<file path="src/hdl/utf_pkg.sv">
// ----------------------------------------------------------------------------
// utf_pkg
// Shared types and constants of the UART transmit framer with byte FIFO.
// ----------------------------------------------------------------------------
package utf_pkg;

	localparam int FIFO_DEPTH = 16;
	localparam int PTR_W      = $clog2(FIFO_DEPTH);
	localparam int CNT_W      = $clog2(FIFO_DEPTH + 1);
	localparam int BYTE_W     = 8;
	localparam int CFG_IDX_W  = 2;
	localparam int CFG_DATA_W = 4;

	// input item kinds
	localparam logic ACT_TICK = 1'b0;
	localparam logic ACT_PUSH = 1'b1;

	// configuration register indexes
	localparam logic [CFG_IDX_W-1:0] CFG_DATA_BITS = 2'd0;
	localparam logic [CFG_IDX_W-1:0] CFG_PARITY    = 2'd1;
	localparam logic [CFG_IDX_W-1:0] CFG_STOP_BITS = 2'd2;

	typedef enum logic [1:0] {
		PAR_NONE = 2'd0,
		PAR_ODD  = 2'd1,
		PAR_EVEN = 2'd2,
		PAR_MARK = 2'd3
	} parity_mode_t;

	typedef struct packed {
		logic tx_line;
		logic line_updated;
		logic push_rejected;
		logic queue_empty;
		logic line_idle;
	} result_t;

endpackage

</file>
<file path="src/hdl/utf_if.sv">
// ----------------------------------------------------------------------------
// utf_cmd_if / utf_res_if
// Valid/ready channels carrying input items and result items.
// ----------------------------------------------------------------------------
interface utf_cmd_if;
	import utf_pkg::*;

	logic              valid;
	logic              ready;
	logic              action;
	logic [BYTE_W-1:0] data_byte;

	modport source (output valid, output action, output data_byte, input ready);
	modport sink   (input valid, input action, input data_byte, output ready);
endinterface

interface utf_res_if;
	logic valid;
	logic ready;
	logic tx_line;
	logic line_updated;
	logic push_rejected;
	logic queue_empty;
	logic line_idle;

	modport source (output valid, output tx_line, output line_updated,
		output push_rejected, output queue_empty, output line_idle, input ready);
	modport sink   (input valid, input tx_line, input line_updated,
		input push_rejected, input queue_empty, input line_idle, output ready);
endinterface

</file>
<file path="src/hdl/utf_ram.sv">
// ----------------------------------------------------------------------------
// utf_ram
// Generic single-write, single-read RAM with registered read data.
// ----------------------------------------------------------------------------
module utf_ram #(
	parameter int WIDTH = 8,
	parameter int DEPTH = 16
) (
	input  logic                     clk,
	input  logic                     we,
	input  logic [$clog2(DEPTH)-1:0] waddr,
	input  logic [WIDTH-1:0]         wdata,
	input  logic                     re,
	input  logic [$clog2(DEPTH)-1:0] raddr,
	output logic [WIDTH-1:0]         rdata
);

	logic [WIDTH-1:0] mem [DEPTH];

	always_ff @(posedge clk) begin
		if (we) begin
			mem[waddr] <= wdata;
		end
		if (re) begin
			rdata <= mem[raddr];
		end
	end

endmodule

</file>
<file path="src/hdl/uart_tx_framer_with_fifo.sv">
// ----------------------------------------------------------------------------
// uart_tx_framer_with_fifo
// UART transmit framer fed from a byte FIFO, one bit per tick item.
// ----------------------------------------------------------------------------
// Usage:
//   cmd carries items: action = push enqueues data_byte, action = tick
//   advances the line by one bit time (start, 5..8 data bits LSB first,
//   optional parity, 1 or 2 stop bits). Every item yields one result on res.
//   cfg_wr_en/cfg_index/cfg_wdata write data bit count, parity mode and stop
//   bit count; write only while the block is idle.
// Timing:
//   One item per cycle while the skid entry is free; each result is registered
//   in the output register, or in the skid entry while res stalls. Per item the
//   FIFO pointers and frame counter are updated; the FIFO RAM read for a new
//   frame overlaps the start bit, so the byte is needed only from the next tick.
// Reset:
//   FIFO empty, no frame in progress, line high, 8 data bits, no parity,
//   one stop bit. FIFO RAM contents are not cleared.
// Stall:
//   A two-entry output stage (register plus skid) keeps cmd ready while one
//   result waits; cmd.ready drops only when both entries are full.
// ----------------------------------------------------------------------------
module uart_tx_framer_with_fifo (
	input  logic                               clk,
	input  logic                               arst_n,
	utf_cmd_if.sink                            cmd,
	utf_res_if.source                          res,
	input  logic                               cfg_wr_en,
	input  logic [utf_pkg::CFG_IDX_W-1:0]      cfg_index,
	input  logic [utf_pkg::CFG_DATA_W-1:0]     cfg_wdata
);
	import utf_pkg::*;

	// configuration
	logic [3:0]   data_bits_q;
	parity_mode_t parity_q;
	logic [1:0]   stop_bits_q;

	// transmit state
	logic [PTR_W-1:0]  rd_ptr_q;
	logic [PTR_W-1:0]  wr_ptr_q;
	logic [CNT_W-1:0]  count_q;
	logic [BYTE_W-1:0] cur_byte_q;
	logic              load_pend_q;
	logic [3:0]        pos_q;
	logic              active_q;
	logic              line_q;

	// output stage
	logic    out_valid_q;
	result_t out_q;
	logic    skid_valid_q;
	result_t skid_q;

	logic              accept;
	logic              is_push;
	logic              is_tick;
	logic              full;
	logic              do_write;
	logic              do_load;
	logic [BYTE_W-1:0] ram_rdata;
	logic [BYTE_W-1:0] byte_cur;
	logic [3:0]        d_eff;
	logic [1:0]        s_eff;
	logic [3:0]        frame_end;
	logic              active_now;
	logic [3:0]        pos_use;
	logic [3:0]        pos_next;
	logic [2:0]        bit_idx;
	logic [BYTE_W-1:0] data_mask;
	logic              ones;
	logic              par_bit;
	logic              frame_bit;
	logic [CNT_W-1:0]  count_next;
	logic              active_next;
	logic              line_next;
	result_t           new_res;

	assign cmd.ready = !skid_valid_q;
	assign accept    = cmd.valid && cmd.ready;
	assign is_push   = accept && (cmd.action == ACT_PUSH);
	assign is_tick   = accept && (cmd.action == ACT_TICK);
	assign full      = (count_q == CNT_W'(FIFO_DEPTH));

	// effective layout of the frame
	always_comb begin
		if (data_bits_q < 4'd5) begin
			d_eff = 4'd5;
		end else if (data_bits_q > 4'd8) begin
			d_eff = 4'd8;
		end else begin
			d_eff = data_bits_q;
		end
		case (stop_bits_q)
			2'd0:    s_eff = 2'd1;
			2'd3:    s_eff = 2'd2;
			default: s_eff = stop_bits_q;
		endcase
	end

	assign frame_end  = 4'd1 + d_eff + {3'b000, parity_q != PAR_NONE} + {2'b00, s_eff};
	assign active_now = active_q && (pos_q < frame_end);
	assign do_write   = is_push && !full;
	assign do_load    = is_tick && !active_now && (count_q != '0);

	// byte read on a load arrives in the following cycle; the start bit does not need it
	assign byte_cur  = load_pend_q ? ram_rdata : cur_byte_q;
	assign data_mask = 8'hFF >> (4'd8 - d_eff);
	assign ones      = ^(byte_cur & data_mask);

	always_comb begin
		case (parity_q)
			PAR_ODD:  par_bit = !ones;
			PAR_EVEN: par_bit = ones;
			default:  par_bit = 1'b1;
		endcase
	end

	assign pos_use  = do_load ? 4'd0 : pos_q;
	assign pos_next = pos_use + 4'd1;
	assign bit_idx  = 3'(pos_use - 4'd1);

	always_comb begin
		if (pos_use == 4'd0) begin
			frame_bit = 1'b0;
		end else if (pos_use <= d_eff) begin
			frame_bit = byte_cur[bit_idx];
		end else if ((parity_q != PAR_NONE) && (pos_use == d_eff + 4'd1)) begin
			frame_bit = par_bit;
		end else begin
			frame_bit = 1'b1;
		end
	end

	always_comb begin
		count_next  = count_q;
		active_next = active_now;
		line_next   = line_q;
		if (do_write) begin
			count_next = count_q + CNT_W'(1);
		end
		if (do_load) begin
			count_next = count_q - CNT_W'(1);
		end
		if (is_tick && (active_now || do_load)) begin
			line_next   = frame_bit;
			active_next = pos_next < frame_end;
		end
	end

	always_comb begin
		new_res.tx_line       = line_next;
		new_res.line_updated  = is_tick && (active_now || do_load);
		new_res.push_rejected = is_push && full;
		new_res.queue_empty   = (count_next == '0);
		new_res.line_idle     = !active_next && (count_next == '0);
	end

	utf_ram #(
		.WIDTH (BYTE_W),
		.DEPTH (FIFO_DEPTH)
	) u_fifo_ram (
		.clk   (clk),
		.we    (do_write),
		.waddr (wr_ptr_q),
		.wdata (cmd.data_byte),
		.re    (do_load),
		.raddr (rd_ptr_q),
		.rdata (ram_rdata)
	);

	always_ff @(posedge clk or negedge arst_n) begin
		if (!arst_n) begin
			data_bits_q <= 4'd8;
			parity_q    <= PAR_NONE;
			stop_bits_q <= 2'd1;
		end else if (cfg_wr_en) begin
			case (cfg_index)
				CFG_DATA_BITS: data_bits_q <= cfg_wdata[3:0];
				CFG_PARITY:    parity_q    <= parity_mode_t'(cfg_wdata[1:0]);
				CFG_STOP_BITS: stop_bits_q <= cfg_wdata[1:0];
				default:       ;
			endcase
		end
	end

	always_ff @(posedge clk or negedge arst_n) begin
		if (!arst_n) begin
			rd_ptr_q    <= '0;
			wr_ptr_q    <= '0;
			count_q     <= '0;
			load_pend_q <= 1'b0;
			pos_q       <= '0;
			active_q    <= 1'b0;
			line_q      <= 1'b1;
		end else begin
			load_pend_q <= do_load;
			if (accept) begin
				count_q  <= count_next;
				active_q <= active_next;
				line_q   <= line_next;
			end
			if (do_write) begin
				wr_ptr_q <= (wr_ptr_q == PTR_W'(FIFO_DEPTH - 1)) ? '0 : wr_ptr_q + PTR_W'(1);
			end
			if (do_load) begin
				rd_ptr_q <= (rd_ptr_q == PTR_W'(FIFO_DEPTH - 1)) ? '0 : rd_ptr_q + PTR_W'(1);
			end
			if (is_tick && (active_now || do_load)) begin
				pos_q <= pos_next;
			end
		end
	end

	always_ff @(posedge clk) begin
		if (load_pend_q) begin
			cur_byte_q <= ram_rdata;
		end
	end

	// output register plus skid entry
	always_ff @(posedge clk or negedge arst_n) begin
		if (!arst_n) begin
			out_valid_q  <= 1'b0;
			skid_valid_q <= 1'b0;
		end else if (!out_valid_q || res.ready) begin
			if (skid_valid_q) begin
				out_valid_q  <= 1'b1;
				skid_valid_q <= 1'b0;
			end else begin
				out_valid_q <= accept;
			end
		end else if (accept) begin
			skid_valid_q <= 1'b1;
		end
	end

	always_ff @(posedge clk) begin
		if (!out_valid_q || res.ready) begin
			if (skid_valid_q) begin
				out_q <= skid_q;
			end else if (accept) begin
				out_q <= new_res;
			end
		end else if (accept) begin
			skid_q <= new_res;
		end
	end

	assign res.valid         = out_valid_q;
	assign res.tx_line       = out_q.tx_line;
	assign res.line_updated  = out_q.line_updated;
	assign res.push_rejected = out_q.push_rejected;
	assign res.queue_empty   = out_q.queue_empty;
	assign res.line_idle     = out_q.line_idle;

endmodule

</file>
<file path="src/flat_wrapper.sv">
// flat-port wrapper written by rule: the top's interface ports become plain ports
module uart_tx_framer_with_fifo_flat import utf_pkg::*;
  (clk, arst_n, cfg_wr_en, cfg_index, cfg_wdata, cmd_valid, cmd_action, cmd_data_byte, cmd_ready, res_valid, res_tx_line, res_line_updated, res_push_rejected, res_queue_empty, res_line_idle, res_ready);
  utf_cmd_if cmd_i ();
  utf_res_if res_i ();
  input  logic clk;
  input  logic arst_n;
  input  logic cfg_wr_en;
  input  logic [utf_pkg::CFG_IDX_W-1:0] cfg_index;
  input  logic [utf_pkg::CFG_DATA_W-1:0] cfg_wdata;
  input wire logic [$bits(cmd_i.valid)-1:0] cmd_valid;
  input wire logic [$bits(cmd_i.action)-1:0] cmd_action;
  input wire logic [$bits(cmd_i.data_byte)-1:0] cmd_data_byte;
  output wire logic [$bits(cmd_i.ready)-1:0] cmd_ready;
  output wire logic [$bits(res_i.valid)-1:0] res_valid;
  output wire logic [$bits(res_i.tx_line)-1:0] res_tx_line;
  output wire logic [$bits(res_i.line_updated)-1:0] res_line_updated;
  output wire logic [$bits(res_i.push_rejected)-1:0] res_push_rejected;
  output wire logic [$bits(res_i.queue_empty)-1:0] res_queue_empty;
  output wire logic [$bits(res_i.line_idle)-1:0] res_line_idle;
  input wire logic [$bits(res_i.ready)-1:0] res_ready;
  assign cmd_i.valid = cmd_valid;
  assign cmd_i.action = cmd_action;
  assign cmd_i.data_byte = cmd_data_byte;
  assign cmd_ready = cmd_i.ready;
  assign res_valid = res_i.valid;
  assign res_tx_line = res_i.tx_line;
  assign res_line_updated = res_i.line_updated;
  assign res_push_rejected = res_i.push_rejected;
  assign res_queue_empty = res_i.queue_empty;
  assign res_line_idle = res_i.line_idle;
  assign res_i.ready = res_ready;
  uart_tx_framer_with_fifo u_core (.clk(clk), .arst_n(arst_n), .cmd(cmd_i), .res(res_i), .cfg_wr_en(cfg_wr_en), .cfg_index(cfg_index), .cfg_wdata(cfg_wdata));
endmodule
</file>
<file path="config.mk">
export PLATFORM = sky130hd
export DESIGN_NAME = uart_tx_framer_with_fifo_flat
export DESIGN_NICKNAME = d
export VERILOG_FILES = /design/src/hdl/utf_pkg.sv /design/src/hdl/utf_if.sv /design/src/hdl/utf_ram.sv /design/src/hdl/uart_tx_framer_with_fifo.sv /design/src/flat_wrapper.sv
export SDC_FILE = /design/constraint.sdc
export NUM_CORES = 1
export LEC_CHECK = 0
export ABC_AREA = 1
export BUFFER_PORTS_ARGS = -buffer_cell sky130_fd_sc_hd__buf_2
export CAP_MARGIN = 15
export CORE_AREA = 4 4 128 130
export DETAILED_ROUTE_END_ITERATION = 6
export DIE_AREA = 0 0 132 134
export PLACE_DENSITY = 0.75
export SYNTH_ARGS = -nofsm -noshare
export SYNTH_HDL_FRONTEND = slang
export SYNTH_SLANG_ARGS = --single-unit
</file>
<file path="constraint.sdc">
create_clock -name clk -period 4 [get_ports clk]
set_input_delay 0.2 -clock clk [delete_from_list [all_inputs] [get_ports clk]]
set_output_delay 0.2 -clock clk [all_outputs]
set_load 0.02 [all_outputs]
</file>
---- After elaboration in Yosys (flattened, before gate mapping) ----
Memories as Yosys holds them, arrays and structs flattened. A register that Yosys moved wholly into a read port is not among the register bits.
Cells that the tools add are included.
storage, ports and cells
  register bits ........................... 48
  memory bits (writable) .................. 128
  input bits .............................. 20
  output and inout port bits .............. 7
  memories kept ........................... 1
operators by class
  add/sub/neg operators ................... 10
  $lt $le $gt $ge ......................... 6
  eq/ne operators ......................... 9
  shift-type cells ........................ 1
  mux-type cells .......................... 24
  bitwise logic cells ..................... 3
  reduce and logical (&&, ||, !) cells .... 33
memory list
  memory                 depth  bits a word  read ports  clocked after Yosys merged registers in  write ports  RTL line       RTL
  u_core.u_fifo_ram.mem  16     8            1           1                                        1            utf_ram.sv:18  logic [WIDTH-1:0] mem [DEPTH];
operators by type and width
  kind                 number
  $mux 4               5
  $mux 5               4
  $add 4x1->4 const B  3
  $logic_and 1x1->1    11
  $mux 1               11
  $reduce_and 2->1     5
  $and 8x8->8          1
  $eq 4x4->1 const B   2
  $lt 4x4->1           2
  $mux 8               1
  $reduce_xor 8->1     1
  $shr 8x4->8 const A  1
  $eq 2x2->1 const B   3
  $logic_not 1->1      6
  $reduce_bool 2->1    3
  $add 5x1->5 const B  1
  $eq 5x5->1 const B   1
  $logic_not 5->1      1
  $reduce_bool 5->1    1
  $sub 5x1->5 const B  1
  $add 1x4->4 const A  1
  $add 4x1->4          1
  $add 4x2->4          1
  $eq 2x1->1 const B   2
  other kinds (14)     17

---- Depth between registers and ports, before layout ----
Gate-level depths: netlist (run 1).
  word-level depth ........................ 20
  mapped depth ............................ 30
  gate-level depth less buffers ........... 29

---- Modules after synthesis ----
A second synthesis (run 1) with hierarchy kept.
second synthesis, totals
  cell total of the unflattened synthesis .. 963
  area total of the unflattened synthesis .. 9059.9 µm²
by module, submodules not included
  module                    instances  cells each  area each (µm²)  sequential area each (µm²)
  utf_ram                   1          553         5851.9           4083.9
  uart_tx_framer_with_fifo  1          410         3208.1           1214.9

---- Least setup slack after synthesis (run 1) ----
OpenSTA, ideal clock, no wires.
  kind .................................... flip-flop to flip-flop
  start point ............................. register u_core.stop_bits_q[0]
  end point ............................... register u_core.out_q (netlist bit u_core.res.line_idle), data pin
  setup time .............................. 0.256 ns
  arrival ................................. 3.898 ns
  data required time ...................... 3.744 ns
  path slack .............................. -0.154 ns
  stages on the path, launching flop included .. 26
  path buffers ............................ 1
  cells stage by stage .................... dfstp_2 -> inv_1 -> ha_1 -> nor2_1 -> a21oi_1 -> fa_1 -> fa_1 -> inv_1 -> ha_1 -> nand2_1 -> nand2_1 -> nand2_1 -> nand2_2 -> nand2_2 -> nand2_4 -> nand3_4 -> buf_4 -> nand2_1 -> ha_1 -> ha_1 -> a21oi_1 -> o21ai_1 -> nand3_1 -> nand2_1 -> nand2_1 -> o21ai_1
on the way
  cells in the longest elaborated chain, start to end .. 16
  elaborated cells on any way between the ends .. 21
ends and longest elaborated chain
  element                                               RTL line                         RTL
  start: declaration                                    uart_tx_framer_with_fifo.sv:37   logic [1:0] stop_bits_q;
  start signal: assignment                              uart_tx_framer_with_fifo.sv:181  CFG_STOP_BITS: stop_bits_q <= cfg_wdata[1:0];
  $eq 2x2->1 / $logic_not 2->1 (equally long branches)  uart_tx_framer_with_fifo.sv:94   case (stop_bits_q)
  $pmux 2 s2 (*)                                        uart_tx_framer_with_fifo.sv:94
  $add 4x2->4 (*)                                       uart_tx_framer_with_fifo.sv:101  assign frame_end = 4'd1 + d_eff + {3'b000, parity_q != PAR_NONE} + {2'b00, s_eff};
  $lt 4x4->1 (*)                                        uart_tx_framer_with_fifo.sv:102  assign active_now = active_q && (pos_q < frame_end);
  $logic_and 1x1->1 (*)                                 uart_tx_framer_with_fifo.sv:102
  $logic_not 1->1 (*)                                   uart_tx_framer_with_fifo.sv:104  assign do_load = is_tick && !active_now && (count_q != '0);
  $logic_and 1x1->1 (*) (2 in a row)                    uart_tx_framer_with_fifo.sv:104
  $mux 4 (*)                                            uart_tx_framer_with_fifo.sv:119  assign pos_use = do_load ? 4'd0 : pos_q;
  $add 4x1->4 (*)                                       uart_tx_framer_with_fifo.sv:120  assign pos_next = pos_use + 4'd1;
  net u_core.pos_next[1]                                uart_tx_framer_with_fifo.sv:68   logic [3:0] pos_next;
  $lt 4x4->1 (*)                                        uart_tx_framer_with_fifo.sv:147  active_next = pos_next < frame_end;
  $mux 1 (*)                                            uart_tx_framer_with_fifo.sv:145  if (is_tick && (active_now || do_load)) begin
  $logic_not 1->1 (*)                                   uart_tx_framer_with_fifo.sv:156  new_res.line_idle = !active_next && (count_next == '0);
  $logic_and 1x1->1 (*)                                 uart_tx_framer_with_fifo.sv:156
  $mux 5 (*)                                            uart_tx_framer_with_fifo.sv:242  end else if (accept) begin
  $mux 5 (*)                                            uart_tx_framer_with_fifo.sv:240  if (skid_valid_q) begin
  end signal: assignment                                uart_tx_framer_with_fifo.sv:241  out_q <= skid_q;
  end signal: assignment                                uart_tx_framer_with_fifo.sv:243  out_q <= new_res;
  end: declaration                                      uart_tx_framer_with_fifo.sv:51   result_t out_q;
Mark *: on every way through the listed nets, which the timed path passes. The rest lies on a longest branch. The select of a mux whose other input is x is not followed.
A chain may end at the register's enable or synchronous reset.

---- Worst setup path after layout (run 1) ----
  start point ............................. register u_core.stop_bits_q[0]
  end point ............................... register u_core.out_q (netlist bit u_core.res.tx_line), data pin
on the way
  cells in the longest elaborated chain, start to end .. 17
  elaborated cells on any way between the ends .. 25
ends and longest elaborated chain
  element                                                 RTL line                                                          RTL
  $eq 2x2->1 / $logic_not 2->1 (equally long branches)    uart_tx_framer_with_fifo.sv:94
  $pmux 2 s2 (*)                                          uart_tx_framer_with_fifo.sv:94
  $add 4x2->4 (*)                                         uart_tx_framer_with_fifo.sv:101
  $lt 4x4->1 (*)                                          uart_tx_framer_with_fifo.sv:102
  $logic_and 1x1->1 (*)                                   uart_tx_framer_with_fifo.sv:102
  $logic_not 1->1                                         uart_tx_framer_with_fifo.sv:104
  $logic_and 1x1->1 (2 in a row)                          uart_tx_framer_with_fifo.sv:104
  $mux 4                                                  uart_tx_framer_with_fifo.sv:119
  $sub 3x1->3 / $eq 4x4->1 (equally long branches)        uart_tx_framer_with_fifo.sv:121, uart_tx_framer_with_fifo.sv:128
  $bmux 1 s3 / $logic_and 1x1->1 (equally long branches)  uart_tx_framer_with_fifo.sv:127, uart_tx_framer_with_fifo.sv:128
  $mux 1, on equally long branches                        uart_tx_framer_with_fifo.sv:127, uart_tx_framer_with_fifo.sv:128
  $mux 1                                                  uart_tx_framer_with_fifo.sv:126                                   end else if (pos_use <= d_eff) begin
  $mux 1                                                  uart_tx_framer_with_fifo.sv:124                                   if (pos_use == 4'd0) begin
  $mux 1 (*)                                              uart_tx_framer_with_fifo.sv:145
  net u_core.line_next                                    uart_tx_framer_with_fifo.sv:76                                    logic line_next;
  $mux 5 (*)                                              uart_tx_framer_with_fifo.sv:242
  $mux 5 (*)                                              uart_tx_framer_with_fifo.sv:240
Marked as above.

==> impl_metrics.toml, run 1 <==
[setup_path]
path_common_cell = "nand2_2"
crit_buf_inv = 4
cp_slowest_cell = "dfstp_2"
worstSetupPathType = "reg2reg"
crit_family = "adder cells"
critPathMaxFanout = 7
critPathLaunchType = "flip-flop"
critical_path_required_ns = 4.18
arrival_ns = 4.38
cpPeakStageDelay_ns = 0.54
endpoint_kind = "flip-flop"

[synth]
syn-cell-area_um2 = 8430
syn_area_per_cell_um2 = 10.4
syn_nets = 860
synth_seq_cells = 184
synth_cells = 812
ys_seq_area_frac = 0.628
yosysWarnings = 0
ys_types = 38

[cts]
cts_tree = "done"
cts_max_path_buffers = 2
cts_buffers = 17
clk_pin_slew_ns = 0.07
insertion_delay_ns = 0.44
htree_levels = 4
cts.sinks = 184
cts_root_buffer = "clkbuf_16"

[run_status]
violations = "setup timing"
outcome = "finished, violations left"

[sta]
final.period_utilization = 1.05
hold_viol_final = 0
fmax_ghz = 0.238
drv_slew = 0
setup-violations-final = 5
fin_skew_ns = 0.00760
maxSlewHeadroom = 0.449
setup_slack_ns = -0.196
rsz0062_at_grt = "true"
whs_ns = 0.0132
worst_pin_slew_ns = 0.823
fin_crit_ns = 4.20

[placement]
place_congestion = 0.874
port-buffer-count = 26
dp_hpwl_mm = 11.3
preCtsSetupSlack_ns = -0.165

[drt]
drc = 0
ant_nets = 0
avgViaCountPerCell = 5.57
num_vias = 5937
dr.pass1.iters = 5
wire_per_inst_um = 16.8
drt_iter0_drc = 554
wl_mm = 17.9

[hold_path]
hp-class = "in2reg"

[finish]
n_fill_cell = 1117
antenna_cells = 0
drive_gt1_frac = 0.164
synthToLayoutAreaGrowth_pct = 14.8
regArea_um2 = 5300
nets = 913
multi_input_area_um2 = 2880

[pwr]
power.leakage_nw = 3.89
peakVddDrop_mv = 0.371
pwr_density_cell_nw_per_um2 = 702

[floorplan]
rows = 45
die-area_um2 = 17700
dieHeight_um = 134
boundaryPins = 27
core_region_area_um2 = 15100
die_w_um = 132
initial_core_util = 0.557

[global_routing]
grt_max_degree = 68
grt_antenna_before_repair = 0
grt_pass1_vias = 5562
grt_pass1_wl_mm = 28.0
grt_use_total = 0.204
overflow = 0

[flow_run]
maxCapViolCount = 0
## final timing paths
kind                                             endpoint  depth (start not counted)  slack (ns)                         startpoint
min in group asynchronous  u_core.parity_q[0]$_DFFE_PN0P_                          2        0.38                             arst_n
min                          u_core.res.valid$_DFFE_PN0N_                          3        0.01                          cmd_valid
max reg2reg                  u_core.res.tx_line$_DFFE_PP_                         27       -0.20  u_core.stop_bits_q[0]$_DFFE_PN1P_
max in group asynchronous  u_core.rd_ptr_q[0]$_DFFE_PN0P_                          2        3.09                             arst_n
max                          u_core.res.tx_line$_DFFE_PP_                         27       -0.20  u_core.stop_bits_q[0]$_DFFE_PN1P_
min reg2reg                  u_core.cur_byte_q[7]$_DFF_P_                          2        0.49       u_core.cur_byte_q[7]$_DFF_P_
## registers in the layout, summed over array words and instances (netlist names), 2 cells and up
register,count
u_core.u_fifo_ram.mem,128
u_core.cur_byte_q,8
u_core.u_fifo_ram.rdata,8
u_core.count_q,5
u_core.skid_q,5
u_core.data_bits_q,4
u_core.pos_q,4
u_core.rd_ptr_q,4
u_core.wr_ptr_q,4
u_core.parity_q,2
u_core.stop_bits_q,2
## per-stage QoR
| step | cell area, um^2 | power, mW | std cells | util | setup TNS (ns) |
|---|---|---|---|---|---|
| 2_1_floorplan | 8460 | 4.23 | 812 | - | 0 |
| 3_3_place_gp | 8850 | 4.84 | 1020 | 0.584 | -0.0606 |
| 3_5_place_dp | 8850 | 4.90 | 1020 | 0.584 | -0.576 |
| 4_1_cts | 9590 | 6.63 | 1064 | 0.633 | -0.302 |
| 5_1_grt | 9680 | 7.24 | 1066 | 0.639 | -1.65 |
| 6_report | 9680 | 6.79 | 1066 | 0.639 | -0.356 |
## cell type report
type / instances / share of cell area
Sequential cell: 184 / 0.547
Multi-Input combinational cell: 527 / 0.298
Timing Repair Buffer: 61 / 0.0425
Inverter: 74 / 0.0295
Clock buffer: 18 / 0.0443
Clock inverter: 14 / 0.0141
Tap cell: 188 / 0.0243
## synthesized netlist by cell type
library cell / number / area share
nand2_2: 8 / 0.0059
a221oi_1: 10 / 0.010
nand2_1: 201 / 0.089
dfstp_2: 3 / 0.0093
a31oi_1: 1 / 0.00074
inv_2: 4 / 0.0018
o211ai_1: 3 / 0.0027
o21ai_0: 65 / 0.039
clkinv_1: 2 / 0.00089
inv_4: 1 / 0.00074
edfxtp_1: 146 / 0.52
clkbuf_1: 22 / 0.0098
dfxtp_1: 8 / 0.019
nand2_4: 3 / 0.0040
nor2_1: 79 / 0.035
xor2_2: 1 / 0.0019
xor2_1: 9 / 0.0093
o22ai_1: 11 / 0.0082
nand3_1: 43 / 0.026
fa_1: 2 / 0.0047
dfrtp_1: 27 / 0.080
nand3b_1: 2 / 0.0018
nor2_4: 1 / 0.0013
ha_1: 26 / 0.039
inv_1: 67 / 0.030
nand4_1: 10 / 0.0074
o221ai_1: 6 / 0.0062
buf_12: 1 / 0.0024
nor3_1: 3 / 0.0018
nor2_2: 1 / 0.00074
mux2_2: 1 / 0.0013
nand3_2: 2 / 0.0024
o21ai_1: 5 / 0.0030
buf_2: 1 / 0.00059
nand3_4: 1 / 0.0021
buf_4: 3 / 0.0027
o21bai_1: 1 / 0.00089
a21oi_1: 32 / 0.019
## cell usage in the layout (no fill, tap or decap), types with 3 or more instances in the layout
cell           synthesis  final
inv_2                  4      7
nand2_4                3      5
buf_2                  1     26
nand2_2                8     12
dlygate4sd3_1          0      3
buf_4                  3     29
nand3_1               43     41
ha_4                   0      6
nor2_1                79     77
nand3_2                2      4
a21oi_2                0      4
xor2_1                 9      8
a221oi_1              10     10
clkbuf_16              0     17
clkinv_1               2      4
inv_8                  0      4
nand2_1              201    195
o21ai_0               65     64
o22ai_1               11     11
inv_6                  0      4
dfstp_2                3      3
edfxtp_1             146    146
o21ai_1                5      4
dfxtp_1                8      8
o221ai_1               6      6
ha_1                  26     20
nand4_1               10     10
o211ai_1               3      3
a21oi_1               32     28
buf_6                  0      3
inv_1                 67     62
dfrtp_1               27     26
## worst register-to-register path, stage by stage, from the launching register on
cell and delay, ns:
dfstp_2 0.54, inv_2 0.05, ha_4 0.23, nor2_4 0.08, a21oi_2 0.04, fa_2 0.35, fa_1 0.52, inv_2 0.06
ha_4 0.27, nand2_4 0.05, nand2_2 0.06, nand2_2 0.05, nand2_2 0.08, nand2_2 0.07, nand2_4 0.07, nand3_4 0.13
nand2_4 0.13, inv_4 0.04, ha_4 0.26, inv_2 0.03, o21bai_1 0.16, nand4_1 0.16, a21oi_2 0.17, nand2_1 0.08
nand3_2 0.08, nand2_2 0.06, nand2_1 0.07, nand2_1 0.06
## power breakdown
| group | internal, mW | switching, mW |
|---|---|---|
| Sequential | 2.34 | 0.188 |
| Clock | 0.825 | 0.766 |
| Combinational | 0.968 | 1.71 |
| Total | 4.13 | 2.66 |
## routing by layer
metal | global-route usage | vias to the layer above | routed length [um]
li1 | - | 2890 | -
met1 | 0.264 | 2822 | 7660
met2 | 0.336 | 190 | 8800
met3 | 0.0473 | 35 | 1050
met4 | 0.0828 | 0 | 415
met5 | 0 | - | 0
## repair_timing
action,4_1_cts,5_1_grt
pin swaps,20,15
hold buffers,3,0
setup buffers,10,2
setup endpoints to repair,5,8
endpoints found under the hold margin,29,0
resized for setup,18,16
## logic make-up after synthesis
kind of cell	Yosys count	synth area share
and+or+nand+nor	354	0.178
DFF	184	0.628
AOI/OAI and AO/OA	134	0.0896
buffers and inverters	101	0.0487
adders and majority gates	28	0.0433
xor gates and xnor gates	10	0.0113
muxes	1	0.00134
(Power assumes the default switching activity.)
==> run 2: changes to the inputs <==
--- a/config.mk
+++ b/config.mk
@@ -11,6 +11,7 @@
 export CORE_AREA = 4 4 128 130
 export DETAILED_ROUTE_END_ITERATION = 6
 export DIE_AREA = 0 0 132 134
+export GPL_TIMING_DRIVEN = 0
 export PLACE_DENSITY = 0.75
 export SYNTH_ARGS = -nofsm -noshare
 export SYNTH_HDL_FRONTEND = slang
==> impl_metrics.toml, run 2 (synthesis gave the netlist of run 1 again) <==
[cts]
cts_tree = "done"
cts_buffers = 17
cts.sinks = 184
htree_levels = 4
insertion_delay_ns = 0.44
cts_max_path_buffers = 2
clk_pin_slew_ns = 0.07
cts_root_buffer = "clkbuf_16"

[global_routing]
grt_pass1_vias = 5936
grt_use_total = 0.225
grt_antenna_before_repair = 0
grt_pass1_wl_mm = 30.9
overflow = 0
grt_max_degree = 31

[setup_path]
r2r_setup_slack_ns = -0.28
critPathMaxFanout = 5
cp_slowest_cell = "dfstp_2"
path_common_cell = "nand2_2"
cpPeakStageDelay_ns = 0.56
ff2ff_path_depth = 28
r2r-end = "u_core.res.tx_line$_DFFE_PP_"
crit_family = "adder cells"
worstSetupPathType = "reg2reg"
critPathLaunchType = "flip-flop"
crit_buf_inv = 5
arrival_ns = 4.46
r2r-start = "u_core.stop_bits_q[0]$_DFFE_PN1P_"
endpoint_kind = "flip-flop"
critical_path_required_ns = 4.19

[pwr]
power.leakage_nw = 3.92
peakVddDrop_mv = 0.386
combPwrFrac = 0.414
swShare = 0.404
clkPwrFrac = 0.236
p_int_mw = 4.20
power.net_switching_mw = 2.85
power_mw = 7.06
pwr_density_cell_nw_per_um2 = 719
pwr-share-seq = 0.351

[placement]
place_congestion = 0.859
placed_cells = 1026
dp_hpwl_mm = 12.6
preCtsSetupSlack_ns = -0.403
port-buffer-count = 26

[floorplan]
die_w_um = 132
die-area_um2 = 17700
rows = 45
dieHeight_um = 134
boundaryPins = 27
initial_core_util = 0.557
core_region_area_um2 = 15100

[flow_run]
maxCapViolCount = 0

[sta]
fmax_ghz = 0.234
final.period_utilization = 1.07
setup-violations-final = 6
hold_viol_final = 0
worst_pin_slew_ns = 0.898
fin_crit_ns = 4.28
rsz0062_at_grt = "true"
setup_slack_ns = -0.276
drv_slew = 0
maxSlewHeadroom = 0.399
fin_skew_ns = 0.0168

[drt]
wire_per_inst_um = 18.2
avgViaCountPerCell = 5.68
drc = 0
dr.pass1.iters = 5
wl_mm = 19.7
drt_iter0_drc = 651
num_vias = 6137
ant_nets = 0

[finish]
synthToLayoutAreaGrowth_pct = 16.3
largest_register_ffs = 128
antenna_cells = 0
layout.cells.most_common = "nand2_1"
drive_gt1_frac = 0.163
nets = 928
n_fill_cell = 1119
top_register = "u_core.u_fifo_ram.mem"
layout.cells.non_filler = 1081
layout_common_cells = "nand2_1, edfxtp_1, nor2_1"
largest_registers = "u_core.u_fifo_ram.mem x128, u_core.cur_byte_q x8, u_core.u_fifo_ram.rdata x8"

[hold_path]
hp-class = "in2reg"
whs_endpoint = "u_core.res.valid$_DFFE_PN0N_"
holdPathStages = 3
hp-start = "cmd_valid"

[run_status]
outcome = "finished, violations left"
violations = "setup timing"
## run 2: worst max-delay path by stage
stage	start	cells past startpoint	to
after floorplan	u_core.stop_bits_q[0]$_DFFE_PN1P_	28	u_core.res.tx_line$_DFFE_PP_
after global placement	u_core.data_bits_q[3]$_DFFE_PN1P_	25	u_core.res.line_idle$_DFFE_PP_
after detailed placement	u_core.data_bits_q[3]$_DFFE_PN1P_	25	u_core.res.line_idle$_DFFE_PP_
after CTS	u_core.stop_bits_q[0]$_DFFE_PN1P_	28	u_core.res.tx_line$_DFFE_PP_
after global routing	u_core.stop_bits_q[0]$_DFFE_PN1P_	28	u_core.res.tx_line$_DFFE_PP_
final	u_core.stop_bits_q[0]$_DFFE_PN1P_	28	u_core.res.tx_line$_DFFE_PP_
## run 2: final cells by class
type                            count  area (um^2)  share of cell area
Buffer                             27          138              0.0140
Inverter                           74          290              0.0296
Timing Repair Buffer               49          320              0.0326
Multi-Input combinational cell    527         2940               0.299
Clock buffer                       17          425              0.0434
Sequential cell                   184         5300               0.540
Clock inverter                     15          169              0.0172
Tap cell                          188          235              0.0240
## run 2: power groups by stage
stage / Clock (mW) / Combinational [mW] / Sequential [mW]
global route: 1.75 / 3.24 / 2.50
finish: 1.66 / 2.92 / 2.48
detailed placement: 0 / 2.42 / 2.51
global placement: 0 / 2.36 / 2.50
floorplan: 0 / 1.74 / 2.49
CTS: 1.67 / 2.68 / 2.47
## run 2: stage by stage
stage                     TNS [ns]  area, um^2  hold slack [ns]   util
final                        -1.26        9810           0.0149  0.648
after global routing         -2.38        9810           0.0198  0.648
after CTS                   -0.644        9670          0.00540  0.638
after detailed placement     -1.81        8820            0.333  0.582
after global placement       -1.62        8820            0.311  0.582
after floorplan                  0        8460          -0.0956      -
## run 2: repair_timing
item / CTS / global route
setup buffers: 15 / 7
pin swaps: 22 / 25
setup endpoints to repair: 6 / 8
gates cloned: 0 / 0
hold buffers: 1 / 0
resized for setup: 27 / 22
endpoints found under the hold margin: 27 / 0
## run 2: layer usage
| metal | part of all wire | GRT usage |
|---|---|---|
| met3 | 0.061 | 0.0398 |
| met4 | 0.019 | 0.0840 |
| met5 | 0 | 0 |
| met1 | 0.41 | 0.294 |
| met2 | 0.51 | 0.382 |
## run 2: worst reg2reg max path, delay by kind of cell (launching register included)
family,cells,cell delay (ns)
AOI/OAI and AO/OA,3,0.34
adders and majority gates,5,1.66
buffers and inverters,5,0.34
DFF,1,0.56
and+or+nand+nor,15,1.11
==> run 3: changes to the inputs <==
--- a/config.mk
+++ b/config.mk
@@ -5,7 +5,6 @@
 export SDC_FILE = /design/constraint.sdc
 export NUM_CORES = 1
 export LEC_CHECK = 0
-export ABC_AREA = 1
 export BUFFER_PORTS_ARGS = -buffer_cell sky130_fd_sc_hd__buf_2
 export CAP_MARGIN = 15
 export CORE_AREA = 4 4 128 130
==> impl_metrics.toml, run 3 <==
[global_routing]
overflow = 0
grt_antenna_before_repair = 0
grt_use_total = 0.219
grt_pass1_wl_mm = 29.7
grt_max_degree = 31
grt_pass1_vias = 5427

[sta]
fin_skew_ns = 0.0117
fin_crit_ns = 4.83
worst_pin_slew_ns = 0.954
fmax_ghz = 0.207
fin_tns_setup_ns = -10.65
drv_slew = 0
setup-violations-final = 25
final.period_utilization = 1.21
hold_viol_final = 0
maxSlewHeadroom = 0.364
rsz0062_at_grt = "true"
setup_slack_ns = -0.828

[finish]
synthToLayoutAreaGrowth_pct = 16.9
layout_common_cells = "edfxtp_1, nand2_1, o21ai_0, buf_2, mux2i_1"
nets = 727
n_fill_cell = 1030
largest_registers = "u_core.u_fifo_ram.mem x128, u_core.cur_byte_q x8, u_core.u_fifo_ram.rdata x8"
largest_register_ffs = 128
drive_gt1_frac = 0.246
layout.cells.non_filler = 880
finalInstanceArea_um2 = 9900
layout.cells.most_common = "edfxtp_1"
antenna_cells = 0
top_register = "u_core.u_fifo_ram.mem"

[setup_path]
path_common_cell = "ha_4"
crit_buf_inv = 4
r2r-end = "u_core.skid_q[4]$_DFFE_PP_"
arrival_ns = 5.01
worstSetupPathType = "reg2reg"
cp_num_cells = 21
critPathCapture = "u_core.skid_q[4]$_DFFE_PP_"
ff2ff_path_depth = 21
crit_chain = "inv_2, ha_4, mux2_4, fa_2, fa_1, inv_2, ha_4, and2_4, a2111o_1, nand3_2, buf_6, nand2_4, inv_4, ha_4, a21oi_2, a21oi_1, maj3_2, a22oi_2, and4_1, a31o_1, o21ai_1"
r2r-start = "u_core.stop_bits_q[0]$_DFFE_PN1P_"
critPathMaxFanout = 3
cpPeakStageDelay_ns = 0.55
endpoint_kind = "flip-flop"
critical_path_required_ns = 4.18
cp_slowest_cell = "dfstp_2"
setup.worst_path.start = "u_core.stop_bits_q[0]$_DFFE_PN1P_"
crit_family = "adder cells"
r2r_setup_slack_ns = -0.83
critPathLaunchType = "flip-flop"

[synth]
ys_types = 72
synth_cells = 606
yosysWarnings = 0
netlist_top_cells_count = "edfxtp_1, nand2_1, o21ai_0, mux2i_1"
syn_area_per_cell_um2 = 14.0
synthMuxAreaShare = 0.110
yosysMostFrequentCell = "edfxtp_1"
synth_seq_cells = 184
synth-simple-area-share = 0.0826
async_flop_share = 0.163
syn-cell-area_um2 = 8470
synth-adder-area-share = 0.0445
yosys.area.top_type = "edfxtp_1"
synth_edf_count = 146
yosys-top-cells-area = "edfxtp_1, dfrtp_1, mux4_2, ha_1, mux2i_1"
synth_top_family_by_area = "multiplexers"
synth_xor_area_frac = 0.0210
syn_nets = 654
ys.flop_type = "edfxtp_1"
ys_seq_area_frac = 0.626
synth_top_area_share = 0.518
synth_compound_area_frac = 0.0910

[floorplan]
initial_core_util = 0.559
rows = 45
boundaryPins = 27
core_region_area_um2 = 15100
dieHeight_um = 134
die_w_um = 132
die-area_um2 = 17700

[run_status]
violations = "setup timing"
outcome = "finished, violations left"

[drt]
ant_nets = 0
dr.pass1.iters = 5
num_vias = 5316
wire_per_inst_um = 21.1
wl_mm = 18.6
drt_iter0_drc = 445
avgViaCountPerCell = 6.04
drc = 0

[pwr]
power_mw = 7.17
power.leakage_nw = 3.63
pwr_density_cell_nw_per_um2 = 725
peakVddDrop_mv = 0.425

[cts]
cts_max_path_buffers = 2
cts_tree = "done"
cts_root_buffer = "clkbuf_16"
insertion_delay_ns = 0.43
cts.sinks = 184
cts_buffers = 17
clk_pin_slew_ns = 0.07
htree_levels = 4

[flow_run]
maxCapViolCount = 0

[placement]
port-buffer-count = 26
place_congestion = 0.878
dp_hpwl_mm = 12.1
placed_cells = 820
placement.cell_area_um2 = 8900
preCtsSetupSlack_ns = -1.10

[hold_path]
hp-class = "in2reg"
hp-start = "cmd_valid"
-- run 3: changes by cell type in the layout (fill, tap and decap cells not counted), moves of 11 or more --
cell	before	now
mux4_2	0	16
xnor2_1	0	11
mux2_2	1	19
mux2i_1	0	29
nor2_1	76	23
and2_1	0	14
nand3_1	41	11
nand2_1	193	45
o21ai_0	64	29
inv_1	60	24
nand2_2	13	1
-- run 3: worst register-to-register path, delay by kind of cell, from the launching register on --
kind / cells / cell delay (ns)
AO/OA/AOI/OAI: 6 / 0.99
adder cells (fa/ha/maj): 6 / 1.87
buffers and inverters: 4 / 0.31
flip-flops: 1 / 0.55
multiplexers: 1 / 0.31
AND/OR/NAND/NOR: 4 / 0.55
-- run 3: how the worst min path moves through the flow --
stage,endpoint,slack [ns],cells past startpoint
floorplan,u_core.active_q$_DFFE_PN0P_,-0.1,0
global placement,u_core.stop_bits_q[1]$_DFFE_PN0P_,0.28,1
detailed placement,u_core.stop_bits_q[1]$_DFFE_PN0P_,0.27,1
CTS,u_core.res.valid$_DFFE_PN0N_,0.02,3
global route,u_core.data_bits_q[0]$_DFFE_PN0P_,0.04,2
finish,u_core.res.valid$_DFFE_PN0N_,0.04,3
-- run 3: layer usage --
layer,wire (um),global-route usage
met1,7470,0.271
met2,9700,0.380
met3,938,0.0491
met4,475,0.0823
met5,0,0
-- run 3: cells by family after synthesis --
logic type	Yosys count
adders and majority gates	29
xor gates and xnor gates	17
DFF	184
and+or+nand+nor	137
buffers and inverters	55
muxes	69
AOI/OAI and AO/OA	115
-- run 3: area by class of cell --
class | instances | area (um^2) | area share
inverters | 30 | 128 | 0.0129
well taps | 188 | 235 | 0.0238
clock buffers | 18 | 429 | 0.0434
clock inverters | 14 | 183 | 0.0185
plain buffers | 24 | 105 | 0.0106
multi-input cells | 367 | 3120 | 0.315
repair buffers | 55 | 398 | 0.0402
flip-flops and latches | 184 | 5300 | 0.535
-- run 3: per-stage QoR --
| step | utilization | hold slack, ns |
|---|---|---|
| 6_report | 0.654 | 0.0372 |
| 5_1_grt | 0.654 | 0.0411 |
| 4_1_cts | 0.644 | 0.0218 |
| 3_5_place_dp | 0.588 | 0.273 |
| 3_3_place_gp | 0.588 | 0.281 |
| 2_1_floorplan | - | -0.0956 |
-- run 3: report_power, final --
group	switching, mW	leakage [nW]	internal, mW	total, mW
Clock	0.803	0.288	0.902	1.70
Sequential	0.176	1.75	2.34	2.52
Combinational	1.63	1.60	1.32	2.95
Total	2.61	3.63	4.57	7.17
-- run 3: what timing repair did --
item,in CTS,in global routing
endpoints found under the setup margin,10,29
pin swaps,13,15
buffers inserted,22,8
endpoints found under the hold margin,29,0
gates resized for setup,21,18
hold buffers,3,0
